--- config.mk ---
export PLATFORM = sky130hd
export DESIGN_NAME = echo_ranging_median_filter
export DESIGN_NICKNAME = d
export VERILOG_FILES = /design/src/design/erm_pkg.sv /design/src/design/erm_front.sv /design/src/design/erm_queue.sv /design/src/design/erm_back.sv /design/src/design/echo_ranging_median_filter.sv
export SDC_FILE = /design/constraint.sdc
export NUM_CORES = 1
export LEC_CHECK = 0
export ABC_CLOCK_PERIOD_IN_PS = 9100
export BUFFER_PORTS_ARGS = -buffer_cell sky130_fd_sc_hd__buf_2
export CORE_MARGIN = 1
export CORE_UTILIZATION = 55
export CTS_BUF_LIST = sky130_fd_sc_hd__clkbuf_8
export DETAILED_ROUTE_END_ITERATION = 12
export GPL_ROUTABILITY_DRIVEN = 0
export PLACE_DENSITY = 0.71
export SYNTH_ARGS = -nofsm -noshare
export SYNTH_HDL_FRONTEND = slang
export SYNTH_SLANG_ARGS = --single-unit
--- constraint.sdc ---
create_clock -name clk -period 9.1 [get_ports clk]
set_input_delay 1.82 -clock clk [delete_from_list [all_inputs] [get_ports clk]]
set_output_delay 1.82 -clock clk [all_outputs]
set_load 0.03 [all_outputs]
--- src/design/erm_pkg.sv ---
// Shared types and constants for the echo ranging median filter.
`default_nettype none

package erm_pkg;

	localparam int PULSE_W   = 16;
	localparam int DIST_W    = 17;
	localparam int SAMPLES_W = 3;
	localparam int REG_IDX_W = 2;

	// Distance in Q8 centimetres is (pulse_us * 4496) >> 10.
	localparam int MUL_W      = 13;
	localparam int DIST_SHIFT = 10;
	localparam logic [MUL_W-1:0] DIST_MUL = 13'd4496;
	localparam int PROD_W     = PULSE_W + MUL_W;
	localparam int FULL_DIST_W = PROD_W - DIST_SHIFT;

	localparam logic [REG_IDX_W-1:0] REG_TIMEOUT   = 2'd0;
	localparam logic [REG_IDX_W-1:0] REG_MIN_DIST  = 2'd1;
	localparam logic [REG_IDX_W-1:0] REG_MAX_DIST  = 2'd2;
	localparam logic [REG_IDX_W-1:0] REG_THRESHOLD = 2'd3;

	localparam logic [PULSE_W-1:0] TIMEOUT_RESET   = 16'd30000;
	localparam logic [DIST_W-1:0]  MIN_DIST_RESET  = 17'd512;
	localparam logic [DIST_W-1:0]  MAX_DIST_RESET  = 17'd102400;
	localparam logic [DIST_W-1:0]  THRESHOLD_RESET = 17'd0;

	// One classified echo as handed from the front end to the window logic.
	typedef struct packed {
		logic              valid;
		logic [DIST_W-1:0] distance;
	} sample_t;

endpackage

`default_nettype wire

--- src/design/erm_front.sv ---
// Front end: accepts echo requests, converts pulse width to distance and checks limits.
`default_nettype none

module erm_front (
	input  wire logic                         clk,
	input  wire logic                         arst_n,
	input  wire logic                         push,
	output logic                              full,
	input  wire logic                         echo_rose,
	input  wire logic [erm_pkg::PULSE_W-1:0]  pulse_us,
	input  wire logic [erm_pkg::PULSE_W-1:0]  timeout_us,
	input  wire logic [erm_pkg::DIST_W-1:0]   min_distance_q8,
	input  wire logic [erm_pkg::DIST_W-1:0]   max_distance_q8,
	output logic                              q_push,
	output erm_pkg::sample_t                  q_data,
	input  wire logic                         q_full
);
	import erm_pkg::*;

	logic                   valid_s1;
	logic                   ok_s1;
	logic [PULSE_W-1:0]     pulse_s1;
	logic                   valid_s2;
	logic                   ok_s2;
	logic [FULL_DIST_W-1:0] dist_s2;

	logic                   accept;
	logic                   adv_s1;
	logic                   adv_s2;
	logic [PROD_W-1:0]      product;

	assign full    = valid_s1;
	assign accept  = push && !valid_s1;
	assign adv_s2  = valid_s2 && !q_full;
	assign adv_s1  = valid_s1 && (!valid_s2 || adv_s2);
	assign product = PROD_W'(pulse_s1) * PROD_W'(DIST_MUL);

	always_ff @(posedge clk or negedge arst_n) begin
		if (!arst_n) begin
			valid_s1 <= 1'b0;
			valid_s2 <= 1'b0;
		end else begin
			if (accept) begin
				valid_s1 <= 1'b1;
			end else if (adv_s1) begin
				valid_s1 <= 1'b0;
			end
			if (adv_s1) begin
				valid_s2 <= 1'b1;
			end else if (adv_s2) begin
				valid_s2 <= 1'b0;
			end
		end
	end

	always_ff @(posedge clk) begin
		if (accept) begin
			pulse_s1 <= pulse_us;
			ok_s1    <= echo_rose && (pulse_us < timeout_us);
		end
		if (adv_s1) begin
			dist_s2 <= product[PROD_W-1:DIST_SHIFT];
			ok_s2   <= ok_s1;
		end
	end

	// The limits are checked at full width, so a distance beyond 17 bits always fails.
	assign q_push          = adv_s2;
	assign q_data.valid    = ok_s2 && (dist_s2 != '0)
		&& (dist_s2 >= FULL_DIST_W'(min_distance_q8))
		&& (dist_s2 <= FULL_DIST_W'(max_distance_q8));
	assign q_data.distance = dist_s2[DIST_W-1:0];

endmodule

`default_nettype wire

--- src/design/erm_queue.sv ---
// Two-entry queue of classified samples between the front end and the window logic.
`default_nettype none

module erm_queue (
	input  wire logic             clk,
	input  wire logic             arst_n,
	input  wire logic             push,
	input  erm_pkg::sample_t      push_data,
	output logic                  full,
	input  wire logic             pop,
	output erm_pkg::sample_t      pop_data,
	output logic                  empty
);
	import erm_pkg::*;

	sample_t     entry_q [2];
	logic        wr_ptr_q;
	logic        rd_ptr_q;
	logic [1:0]  count_q;
	logic        do_push;
	logic        do_pop;

	assign full     = (count_q == 2'd2);
	assign empty    = (count_q == 2'd0);
	assign do_push  = push && !full;
	assign do_pop   = pop && !empty;
	assign pop_data = entry_q[rd_ptr_q];

	always_ff @(posedge clk or negedge arst_n) begin
		if (!arst_n) begin
			wr_ptr_q <= 1'b0;
			rd_ptr_q <= 1'b0;
			count_q  <= 2'd0;
		end else begin
			if (do_push) begin
				wr_ptr_q <= !wr_ptr_q;
			end
			if (do_pop) begin
				rd_ptr_q <= !rd_ptr_q;
			end
			if (do_push && !do_pop) begin
				count_q <= count_q + 2'd1;
			end else if (do_pop && !do_push) begin
				count_q <= count_q - 2'd1;
			end
		end
	end

	always_ff @(posedge clk) begin
		if (do_push) begin
			entry_q[wr_ptr_q] <= push_data;
		end
	end

endmodule

`default_nettype wire

--- src/design/erm_back.sv ---
// Back end: ring window update, rank-based median search and the result register.
`default_nettype none

module erm_back #(
	parameter int WINDOW = 5
) (
	input  wire logic                          clk,
	input  wire logic                          arst_n,
	input  wire logic                          q_empty,
	input  erm_pkg::sample_t                   q_data,
	output logic                               q_pop,
	input  wire logic [erm_pkg::DIST_W-1:0]    obstacle_threshold_q8,
	output logic                               empty,
	input  wire logic                          pop,
	output logic [erm_pkg::DIST_W-1:0]         filtered_distance_q8,
	output logic                               reading_valid,
	output logic                               obstacle,
	output logic [erm_pkg::SAMPLES_W-1:0]      samples_held
);
	import erm_pkg::*;

	localparam int IDX_W = (WINDOW > 1) ? $clog2(WINDOW) : 1;
	localparam int CNT_W = $clog2(WINDOW + 1);

	typedef enum logic [1:0] {
		ST_IDLE,
		ST_RANK,
		ST_MED,
		ST_OUT
	} state_t;

	state_t             state_q;
	logic [DIST_W-1:0]  win_q [WINDOW];
	logic [IDX_W-1:0]   slot_q;
	logic [CNT_W-1:0]   count_q;
	logic [IDX_W-1:0]   idx_q;
	logic [DIST_W-1:0]  lo_q;
	logic [DIST_W-1:0]  hi_q;
	logic [DIST_W-1:0]  med_q;
	logic               item_valid_q;
	logic               out_valid_q;

	logic [DIST_W-1:0]  cand;
	logic [CNT_W-1:0]   rank;
	logic [CNT_W-1:0]   mid;
	logic [DIST_W:0]    pair_sum;
	logic               out_load;

	assign q_pop    = (state_q == ST_IDLE) && !q_empty;
	assign empty    = !out_valid_q;
	assign cand     = win_q[idx_q];
	assign mid      = count_q >> 1;
	assign pair_sum = {1'b0, lo_q} + {1'b0, hi_q};
	assign out_load = (state_q == ST_OUT) && (!out_valid_q || pop);

	// Sorted position of the candidate; equal values are ordered by slot so ranks are unique.
	always_comb begin
		rank = '0;
		for (int j = 0; j < WINDOW; j++) begin
			if ((CNT_W'(j) < count_q) && ((win_q[j] < cand)
				|| ((win_q[j] == cand) && (CNT_W'(j) < CNT_W'(idx_q))))) begin
				rank = rank + CNT_W'(1);
			end
		end
	end

	always_ff @(posedge clk or negedge arst_n) begin
		if (!arst_n) begin
			state_q     <= ST_IDLE;
			slot_q      <= '0;
			count_q     <= '0;
			out_valid_q <= 1'b0;
		end else begin
			if (out_load) begin
				out_valid_q <= 1'b1;
			end else if (pop) begin
				out_valid_q <= 1'b0;
			end
			case (state_q)
				ST_IDLE: begin
					if (!q_empty) begin
						item_valid_q <= q_data.valid;
						idx_q        <= '0;
						if (q_data.valid) begin
							win_q[slot_q] <= q_data.distance;
							slot_q <= (slot_q == IDX_W'(WINDOW - 1)) ? '0 : slot_q + IDX_W'(1);
							if (count_q != CNT_W'(WINDOW)) begin
								count_q <= count_q + CNT_W'(1);
							end
						end
						state_q <= ST_RANK;
					end
				end
				ST_RANK: begin
					if (count_q == '0) begin
						state_q <= ST_MED;
					end else begin
						if (rank == mid - CNT_W'(1)) begin
							lo_q <= cand;
						end
						if (rank == mid) begin
							hi_q <= cand;
						end
						if (CNT_W'(idx_q) == count_q - CNT_W'(1)) begin
							state_q <= ST_MED;
						end else begin
							idx_q <= idx_q + IDX_W'(1);
						end
					end
				end
				ST_MED: begin
					if (count_q == '0) begin
						med_q <= '0;
					end else if (count_q[0]) begin
						med_q <= hi_q;
					end else begin
						med_q <= pair_sum[DIST_W:1];
					end
					state_q <= ST_OUT;
				end
				ST_OUT: begin
					if (out_load) begin
						filtered_distance_q8 <= med_q;
						reading_valid        <= item_valid_q;
						obstacle             <= (med_q != '0) && (med_q < obstacle_threshold_q8);
						samples_held         <= SAMPLES_W'(count_q);
						state_q              <= ST_IDLE;
					end
				end
				default: begin
					state_q <= ST_IDLE;
				end
			endcase
		end
	end

endmodule

`default_nettype wire

--- src/design/echo_ranging_median_filter.sv ---
// Usage notes:
// Echo requests enter on push/full with echo_rose and pulse_us; one result is
// produced for every request and is read on empty/pop, oldest first.
// Register writes (wr_en, wr_index, wr_data) take effect at the next clock edge
// and are meant to be made while no request is in flight.
// The front end converts the pulse width to Q8 centimetres through its s1 and s2
// registers and checks the timeout and the distance limits. A two-entry queue then
// feeds the back end, which updates the sample ring and finds the median by ranking
// each held sample in turn, one sample per cycle. The back end works on one request
// at a time, stepping through its idle, rank, median and output states, while the
// front end and the queue go on accepting requests as long as they have room.
// Reset empties the sample ring and loads the default register values.
// If the receiver does not pop, the result register holds its value, the back
// end waits with the next result, and full rises once the queue and the front
// stages have filled.
`default_nettype none

module echo_ranging_median_filter #(
	parameter int WINDOW = 5
) (
	input  wire logic                           clk,
	input  wire logic                           arst_n,
	input  wire logic                           push,
	output logic                                full,
	input  wire logic                           echo_rose,
	input  wire logic [erm_pkg::PULSE_W-1:0]    pulse_us,
	output logic                                empty,
	input  wire logic                           pop,
	output logic [erm_pkg::DIST_W-1:0]          filtered_distance_q8,
	output logic                                reading_valid,
	output logic                                obstacle,
	output logic [erm_pkg::SAMPLES_W-1:0]       samples_held,
	input  wire logic                           wr_en,
	input  wire logic [erm_pkg::REG_IDX_W-1:0]  wr_index,
	input  wire logic [erm_pkg::DIST_W-1:0]     wr_data
);
	import erm_pkg::*;

	logic [PULSE_W-1:0] timeout_q;
	logic [DIST_W-1:0]  min_dist_q;
	logic [DIST_W-1:0]  max_dist_q;
	logic [DIST_W-1:0]  threshold_q;

	logic    fq_push;
	logic    fq_full;
	sample_t fq_push_data;
	logic    fq_pop;
	logic    fq_empty;
	sample_t fq_pop_data;

	always_ff @(posedge clk or negedge arst_n) begin
		if (!arst_n) begin
			timeout_q   <= TIMEOUT_RESET;
			min_dist_q  <= MIN_DIST_RESET;
			max_dist_q  <= MAX_DIST_RESET;
			threshold_q <= THRESHOLD_RESET;
		end else if (wr_en) begin
			case (wr_index)
				REG_TIMEOUT:   timeout_q   <= wr_data[PULSE_W-1:0];
				REG_MIN_DIST:  min_dist_q  <= wr_data;
				REG_MAX_DIST:  max_dist_q  <= wr_data;
				REG_THRESHOLD: threshold_q <= wr_data;
				default: begin
				end
			endcase
		end
	end

	erm_front u_front (
		.clk             (clk),
		.arst_n          (arst_n),
		.push            (push),
		.full            (full),
		.echo_rose       (echo_rose),
		.pulse_us        (pulse_us),
		.timeout_us      (timeout_q),
		.min_distance_q8 (min_dist_q),
		.max_distance_q8 (max_dist_q),
		.q_push          (fq_push),
		.q_data          (fq_push_data),
		.q_full          (fq_full)
	);

	erm_queue u_queue (
		.clk       (clk),
		.arst_n    (arst_n),
		.push      (fq_push),
		.push_data (fq_push_data),
		.full      (fq_full),
		.pop       (fq_pop),
		.pop_data  (fq_pop_data),
		.empty     (fq_empty)
	);

	erm_back #(
		.WINDOW (WINDOW)
	) u_back (
		.clk                   (clk),
		.arst_n                (arst_n),
		.q_empty               (fq_empty),
		.q_data                (fq_pop_data),
		.q_pop                 (fq_pop),
		.obstacle_threshold_q8 (threshold_q),
		.empty                 (empty),
		.pop                   (pop),
		.filtered_distance_q8  (filtered_distance_q8),
		.reading_valid         (reading_valid),
		.obstacle              (obstacle),
		.samples_held          (samples_held)
	);

endmodule

`default_nettype wire
## After elaboration in Yosys (flattened, before gate mapping)

Memory sizes are Yosys's and may differ from the RTL's. A register that Yosys moved wholly into a read port is not among the register bits.
Cells that the tools add are included.

- $add $sub $neg: 12
- Multiply operators: 1
- Order comparisons: 19
- Eq/ne operators: 22
- Muxes and demuxes: 31
- Bitwise gates (word level): 2
- Reductions and logical operators: 65

Operator list:

| cell | number |
|---|---|
| $lt 17x17->1 | 6 |
| $eq 17x17->1 | 5 |
| $mux 3 | 9 |
| $logic_and 1x1->1 | 25 |
| $mul 16x9->25 const B | 1 |
| $add 3x1->3 const B | 7 |
| $ge 19x17->1 | 1 |
| $le 19x17->1 | 1 |
| $reduce_bool 19->1 | 1 |
| $add 17x17->18 | 1 |
| $mux 17 | 1 |
| $reduce_bool 17->1 | 1 |
| $lt 16x16->1 | 1 |
| $mux 1 | 13 |
| $lt 1x3->1 const A | 4 |
| $lt 2x3->1 const A | 4 |
| $mux 2 | 6 |
| $reduce_and 3->1 | 4 |
| $reduce_and 4->1 | 3 |
| $eq 2x2->1 const B | 5 |
| $reduce_and 2->1 | 5 |
| $reduce_bool 2->1 | 5 |
| $logic_not 1->1 | 9 |
| $pmux 2 s4 | 1 |
| other kinds (19) | 33 |

- Flip-flop bits (word level): 196
- Bits in writable memories: 121
- Input bits: 41
- Output and inout bits: 24
- Logic and storage cells: 180
- Memories: 2

Memory list:

| memory | depth | bits a word | read ports | clocked after Yosys merged registers in | write ports | line | text |
|---|---|---|---|---|---|---|---|
| u_back.win_q | 5 | 17 | 6 | 1 | 1 | erm_back.sv:33 | `logic [DIST_W-1:0] win_q [WINDOW];` |
| u_queue.entry_q | 2 | 18 | 1 | 0 | 1 | erm_queue.sv:16 | `sample_t entry_q [2];` |

## Depth between registers and ports, before layout

Gate-level depths: netlist (run 1).
An unclocked memory read counts as a cell.

- Depth in word-level cells: 16
- Mapped depth: 24

## Hierarchy

From an unflattened synthesis (run 1), not the netlist that was laid out.

- Cells, all modules: 1568
- Area total of the unflattened synthesis: 20827.5 µm²

By module, submodules not included:

| module | times used | cells each | area an instance (µm²) | sequential area each (µm²) |
|---|---|---|---|---|
| erm_back | 1 | 875 | 12035.3 | 6681.4 |
| erm_front | 1 | 476 | 4713.3 | 1161.1 |
| echo_ranging_median_filter | 1 | 142 | 2533.7 | 1690.4 |
| erm_queue | 1 | 75 | 1545.2 | 1181.1 |

## Worst setup path before layout (run 1)

Ideal clock, no wire load.

- Path type: register to register
- Start point: register (tool-made name)
- End point: register u_back.hi_q[0], enable pin
- Library setup time: 0.409 ns
- Arrival: 6.155 ns
- Required time: 8.691 ns
- Setup slack: 2.537 ns
- Cell stages (with the launch flop): 23
- Path buffers: 2
- Period minus slack after synthesis: 6.563 ns
- Path through: dfxtp_1 -> clkbuf_1 -> buf_2 -> mux4_2 -> mux2i_1 -> ha_1 -> nor2b_1 -> o21a_1 -> o21a_1 -> o21a_1 -> o21a_1 -> o21a_1 -> o21ai_0 -> a31oi_1 -> o21ai_0 -> ha_1 -> xnor2_2 -> ha_1 -> mux2_4 -> ha_1 -> mux2i_1 -> a21oi_1 -> a2111oi_2

RTL lines:

| element | line | text |
|---|---|---|
| to (signal assigned) | erm_back.sv:102 | `hi_q <= cand;` |
| to (decl) | erm_back.sv:38 | `logic [DIST_W-1:0] hi_q;` |

==> impl_metrics.toml, run 1 <==
[clock_network]
cts_inserted_buffers = 59
path_clk_slew_ns = 0.06
cts_tree = "built"
cts_root_buffer = "clkbuf_8"
cts_num_sinks = 371
cts_resized = 0
cts_setup_buffers = 0
hold_buffers = 0
htree_levels = 2
clk_latency_ns = 0.68
cts_buffer_depth = 3

[sta]
post-route-period-util = 0.741
rsz0062_at_grt = "no"
period_minus_slack_ns = 6.74
skew_ns = 0.0446
setup_viol = 0
layout_setup_ws_ns = 2.36
finalHoldViolCount = 0
max_freq_mhz = 148
worst_pin_slew_ns = 1.31
tns_ns = 0
slew_violations = 0
max_slew_margin = 0.123

[floorplan]
die_x_microns = 195
core_area_sq_mm = 0.0365
die_area_sq_mm = 0.0379
start_util = 0.559
fp.dieH_microns = 195
num_io_pins = 65
rows = 70

[critical_path]
cp.required_ns = 9.39
criticalPathCategory = "flop to flop"
worst-path-max-fanout = 18
r2r_cells = 18
start_kind = "flop"
endpoint_kind = "flop"
arrival_ns = 7.03

[finish]
multiInputGateArea_sq_mm = 0.00893
drive_above_1_share = 0.178
nets = 1989
seqCellArea_sq_mm = 0.0107
final_area_sq_mm = 0.0226
final_cells = 2189
fillers = 2812
diodes = 0
syn_to_final_growth_pct = 10.6

[detailed_routing]
postRouteAntennaNets = 0
drtPass1Iterations = 5
via_count = 12600
drc = 0
wire_per_inst_microns = 20.5
dr.first_iter.drc_count = 737
viasPerCell = 5.76
wirelength_microns = 44900

[synth]
synthCells = 1556
synth_fp_nets = 1873
ys_warn_count = 0
ys.flop_type = "edfxtp_1"
synth_cell_types = 75
synth_top_cell_by_area = "edfxtp_1"
synth_async_sr_flop_share = 0.221
synth-seq-cells = 371
synthTopCellsByArea = "edfxtp_1 (42%), ha_1 (15%), dfrtp_1 (8.7%)"
ys_seq_area_frac = 0.525
syn-cell-area_sq_mm = 0.0204
post_synth.cell_area_avg_sq_um = 13.1
synth-edff-count = 286
synth.top_cell.area_share = 0.421

[power]
p_total_uw = 7680
p_leak_uw = 0.00958
power_density_mw_per_mm2 = 340
vdd_drop_max_v = 0.000151

[global_route]
grt_pass1_vias = 13200
grt_antenna_before_repair = 0
track_usage = 0.245
grt_max_degree = 65
grt.overflow.total = 0
grt_pass1_wl_microns = 71200

[status]
status = "finished, final reports clean"

[place]
dp.cells = 2079
place_area_sq_mm = 0.0214
pre_cts_ws_ns = 2.32
io_buffer_count = 64
dp_hpwl_microns = 33700

[hold_path]
hold_class = "flop to flop"
min_from = "u_back.item_valid_q$_DFFE_PP_"
hold_path_depth = 0

[job]
drv_cap = 0
## worst paths after layout
path                                                        to  slack, ns
worst max-delay path                  u_back.hi_q[5]$_DFFE_PP_       2.36
worst min register to register  u_back.reading_valid$_DFFE_PP_       0.41
worst max register to register        u_back.hi_q[5]$_DFFE_PP_       2.36
worst min-delay path            u_back.reading_valid$_DFFE_PP_       0.41
min in group asynchronous        u_back.count_q[1]$_DFFE_PN0P_       1.05
max in group asynchronous           threshold_q[2]$_DFFE_PN0P_       6.90
## final cells by class
type                       instances  share of cell area
clock buffer                      62              0.0378
clock inverter                    48              0.0154
inverter                         180              0.0299
multi-input combinational        978               0.396
sequential                       371               0.475
tap                              468              0.0259
timing repair buffer              82              0.0203
## registers in the layout (all words and copies together) (netlist names), 2 cells and up, named ones only
signal	count
u_back.slot_q	3
u_back.med_q	17
u_back.idx_q	3
u_queue.entry_q	36
timeout_q	16
u_back.lo_q	17
u_back.filtered_distance_q8	17
max_dist_q	17
u_back.count_q	3
u_front.dist_s2	19
min_dist_q	17
u_back.win_q	136
u_back.samples_held	3
threshold_q	17
u_back.state_q	2
u_front.pulse_s1	16
u_queue.count_q	2
u_back.hi_q	17
## routing by layer
metal  part of all wire  wire, microns  up-vias  global-route usage
met2               0.49          22200      297               0.420
met4              0.035           1570        0               0.106
met1               0.42          19000     6232               0.311
met3              0.045           2030       95              0.0354
li1                   -              -     5979                   -
met5                  0              0        -                   0
## critical path: stages, from the launching register on
cell and delay, ns:
dfxtp_2 0.71, buf_4 0.46, mux4_2 0.56, mux2i_1 0.48, ha_1 0.34, a21o_1 0.19, a21o_1 0.17, a221oi_1 0.30
o21a_1 0.17, o21ai_0 0.11, a21oi_1 0.16, ha_1 0.29, xnor2_2 0.23, ha_1 0.26, mux2_4 0.28, ha_1 0.31
mux2i_1 0.14, a21oi_1 0.11, a2111oi_4 1.05
## layout by cell type, fill, tap and decap left out, types with 57 or more instances in the layout
cell,Yosys,layout
edfxtp_1,286,286
nand2_1,84,84
a21oi_1,74,74
dfrtp_1,71,71
ha_1,252,252
clkbuf_8,0,62
mux2_2,75,75
nor2_1,57,57
inv_1,179,202
buf_2,5,63
## cell families after synthesis
group,share of synthesized area
adders and majority gates,0.178
xor gates and xnor gates,0.0212
muxes,0.0903
and+or+nand+nor,0.0725
DFF,0.525
AOI/OAI and AO/OA,0.0743
buffers and inverters,0.0386
## metrics by stage
step / utilization / hold WS [ns]
after floorplan: - / 0.400
after global placement: 0.585 / 0.418
after detailed placement: 0.585 / 0.423
after CTS: 0.618 / 0.426
after global routing: 0.618 / 0.432
final: 0.618 / 0.414
## power by group
| group | internal (uW) | total, uW | switching, uW |
|---|---|---|---|
| clock network | 776 | 1440 | 668 |
| logic | 1490 | 3480 | 1990 |
| registers | 2430 | 2750 | 324 |
| total | 4690 | 7680 | 2980 |
## Yosys cell counts, drive strengths merged, types with 9 or more instances
cell    instances
nor3           23
nand3          26
a21oi          74
nor2b          21
nand4          22
nand2b         14
clkbuf         17
xor2           15
nor4           10
nand2          84
o21a           15
a21o           28
mux2           76
buf            10
mux2i          21
and3            9
o21ai          49
fa             24
ha            252
dfrtp          71
dfstp          11
edfxtp        286
xnor2          31
inv           180
nor2           57
mux4           34
(Power assumes the default switching activity.)
==> run 2: changes to the inputs <==
--- a/config.mk
+++ b/config.mk
@@ -5,7 +5,8 @@
 export SDC_FILE = /design/constraint.sdc
 export NUM_CORES = 1
 export LEC_CHECK = 0
-export ABC_CLOCK_PERIOD_IN_PS = 9100
+export ABC_AREA = 1
+export ABC_CLOCK_PERIOD_IN_PS = 6400
 export BUFFER_PORTS_ARGS = -buffer_cell sky130_fd_sc_hd__buf_2
 export CORE_MARGIN = 1
 export CORE_UTILIZATION = 55
==> constraint.sdc (replaced) <==
create_clock -name clk -period 6.4 [get_ports clk]
set_input_delay 1.28 -clock clk [delete_from_list [all_inputs] [get_ports clk]]
set_output_delay 1.28 -clock clk [all_outputs]
set_load 0.03 [all_outputs]
==> impl_metrics.toml, run 2 <==
[clock_network]
cts_num_sinks = 371
cts_resized = 0
clk_latency_ns = 0.64
htree_levels = 2
cts_root_buffer = "clkbuf_8"
hold_buffers = 0
cts_setup_buffers = 0
path_clk_slew_ns = 0.07
cts_tree = "built"
cts_buffer_depth = 3
cts_inserted_buffers = 58

[critical_path]
criticalPathCategory = "flop to flop"
r2r_cells = 30
regToRegSetupSlack_ns = 0.70
cpMaxStageDelayCell = "ha_1"
critPathMaxStageDelay_ns = 0.35
worst-path-max-fanout = 23
endpoint_kind = "flop"
cp.required_ns = 6.70
cpMostUsedCell = "inv_1"
path_buf_inv = 8
cpLargestDelayFamily = "buffers and inverters"
arrival_ns = 6.00
start_kind = "flop"
r2r-end = "u_back.hi_q[12]$_DFFE_PP_"

[power]
p_leak_uw = 0.0104
p_seq_frac = 0.325
clkPwrFrac = 0.173
p_int_uw = 6950
switching_share = 0.432
power_density_mw_per_mm2 = 527
vdd_drop_max_v = 0.000318
switching_power_uw = 5300
power_frac_comb = 0.502

[hold_path]
hold_end = "u_back.reading_valid$_DFFE_PP_"
hold_path_depth = 0
min_from = "u_back.item_valid_q$_DFFE_PP_"
hold_class = "flop to flop"

[detailed_routing]
via_count = 15100
wire_per_inst_microns = 18.4
drc = 0
drtPass1Iterations = 5
dr.first_iter.drc_count = 1128
viasPerCell = 5.58
postRouteAntennaNets = 0
wirelength_microns = 49700

[synth]
synth-edff-count = 286
ys_seq_area_frac = 0.510
synth-seq-cells = 371
synth_fp_nets = 2359
synth_async_sr_flop_share = 0.221
yosys-top-cells-count = "inv_1 (299), edfxtp_1 (286), nand2_1 (284)"
ys_warn_count = 0
post_synth.cell_area_avg_sq_um = 10.3
syn-cell-area_sq_mm = 0.0210
synthTopCellsByArea = "edfxtp_1 (41%), ha_1 (15%), dfrtp_1 (8.5%)"
synth_top_cell_by_area = "edfxtp_1"
synth_cell_types = 57
synthCells = 2042
yosysMostFrequentCell = "inv_1"
ys.flop_type = "edfxtp_1"
synth.top_cell.area_share = 0.409

[global_route]
grt_pass1_wl_microns = 78600
grt_pass1_vias = 14900
grt_antenna_before_repair = 0
grt.overflow.total = 0
grt_max_degree = 74
track_usage = 0.264

[finish]
reg_top3 = "u_back.win_q (136), u_queue.entry_q (36), u_front.dist_s2 (19)"
largest_reg_flops = 136
fillers = 3105
layout_common_cells = "inv_1 (322), edfxtp_1 (286), nand2_1 (284)"
final_cells = 2704
diodes = 0
nets = 2462
final_common_cell = "inv_1"
syn_to_final_growth_pct = 10.7
drive_above_1_share = 0.118
top_register = "u_back.win_q"

[sta]
skew_ns = 0.0349
period_minus_slack_ns = 5.70
tns_ns = 0
max_freq_mhz = 175
rsz0062_at_grt = "no"
max_slew_margin = 0.166
slew_violations = 0
post-route-period-util = 0.891
finalHoldViolCount = 0
worst_pin_slew_ns = 1.25
setup_viol = 0

[floorplan]
die_x_microns = 197
fp.dieH_microns = 197
die_area_sq_mm = 0.0390
start_util = 0.558
rows = 71
core_area_sq_mm = 0.0377
num_io_pins = 65

[place]
dp.cells = 2596
io_buffer_count = 64
dp_hpwl_microns = 38500

[status]
status = "finished, final reports clean"

[job]
drv_cap = 0
==> run 2: final cells by class <==
type,count,area [sq um],share of cell area
tap,511,639,0.0275
sequential,371,10700,0.461
inverter,306,1150,0.0494
multi-input combinational,1321,8980,0.386
clock buffer,67,922,0.0396
clock inverter,41,332,0.0143
timing repair buffer,87,520,0.0224
==> run 2: worst reg2reg max path, delay by kind of cell, from the launching register on <==
kind / cells / cell delay (ns)
flops: 1 / 0.31
buf+inv: 8 / 1.47
compound gates: 7 / 1.20
simple gates: 11 / 1.20
fa+ha+maj: 4 / 1.18
==> run 2: stage by stage <==
stage	utilization	hold WS [ns]	power, uW	cell area, sq um	setup slack [ns]
global placement	0.584	0.447	9860	22000	1.06
global route	0.618	0.463	13300	23300	0.214
floorplan	-	0.400	8410	21000	1.04
finish	0.618	0.455	12200	23300	0.698
detailed placement	0.584	0.449	10100	22000	0.886
CTS	0.618	0.457	12300	23300	0.815
==> run 2: logic make-up after synthesis <==
kind of cell | synth area share
xor gates and xnor gates | 0.0138
DFF | 0.510
buffers and inverters | 0.0631
adders and majority gates | 0.173
AOI/OAI and AO/OA | 0.110
muxes | 0.00911
and+or+nand+nor | 0.121
==> run 2: worst max-delay path by stage <==
stage	cells after the start	start	slack, ns	endpoint
CTS	30	flop	0.82	u_back.hi_q[12]$_DFFE_PP_
finish	30	flop	0.70	u_back.hi_q[12]$_DFFE_PP_
detailed placement	30	flop	0.89	u_back.hi_q[14]$_DFFE_PP_
global placement	26	flop	1.06	u_back.hi_q[15]$_DFFE_PP_
global route	30	flop	0.21	u_back.hi_q[12]$_DFFE_PP_
floorplan	27	flop	1.04	u_back.hi_q[0]$_DFFE_PP_
==> run 2: layer usage <==
| metal | GRT usage | routed length, microns | up-vias |
|---|---|---|---|
| met1 | 0.342 | 20700 | 7148 |
| li1 | - | - | 7264 |
| met4 | 0.122 | 2300 | 0 |
| met3 | 0.0379 | 3380 | 130 |
| met2 | 0.437 | 23300 | 543 |
| met5 | 0 | 0 | - |
==> run 2: power groups by stage <==
stage	Clock, uW	Sequential, uW	Combinational, uW
4_1_cts	2150	3980	6130
3_3_place_gp	0	4010	5850
2_1_floorplan	0	3830	4580
3_5_place_dp	0	4030	6080
6_report	2110	3980	6150
5_1_grt	2250	4030	7000
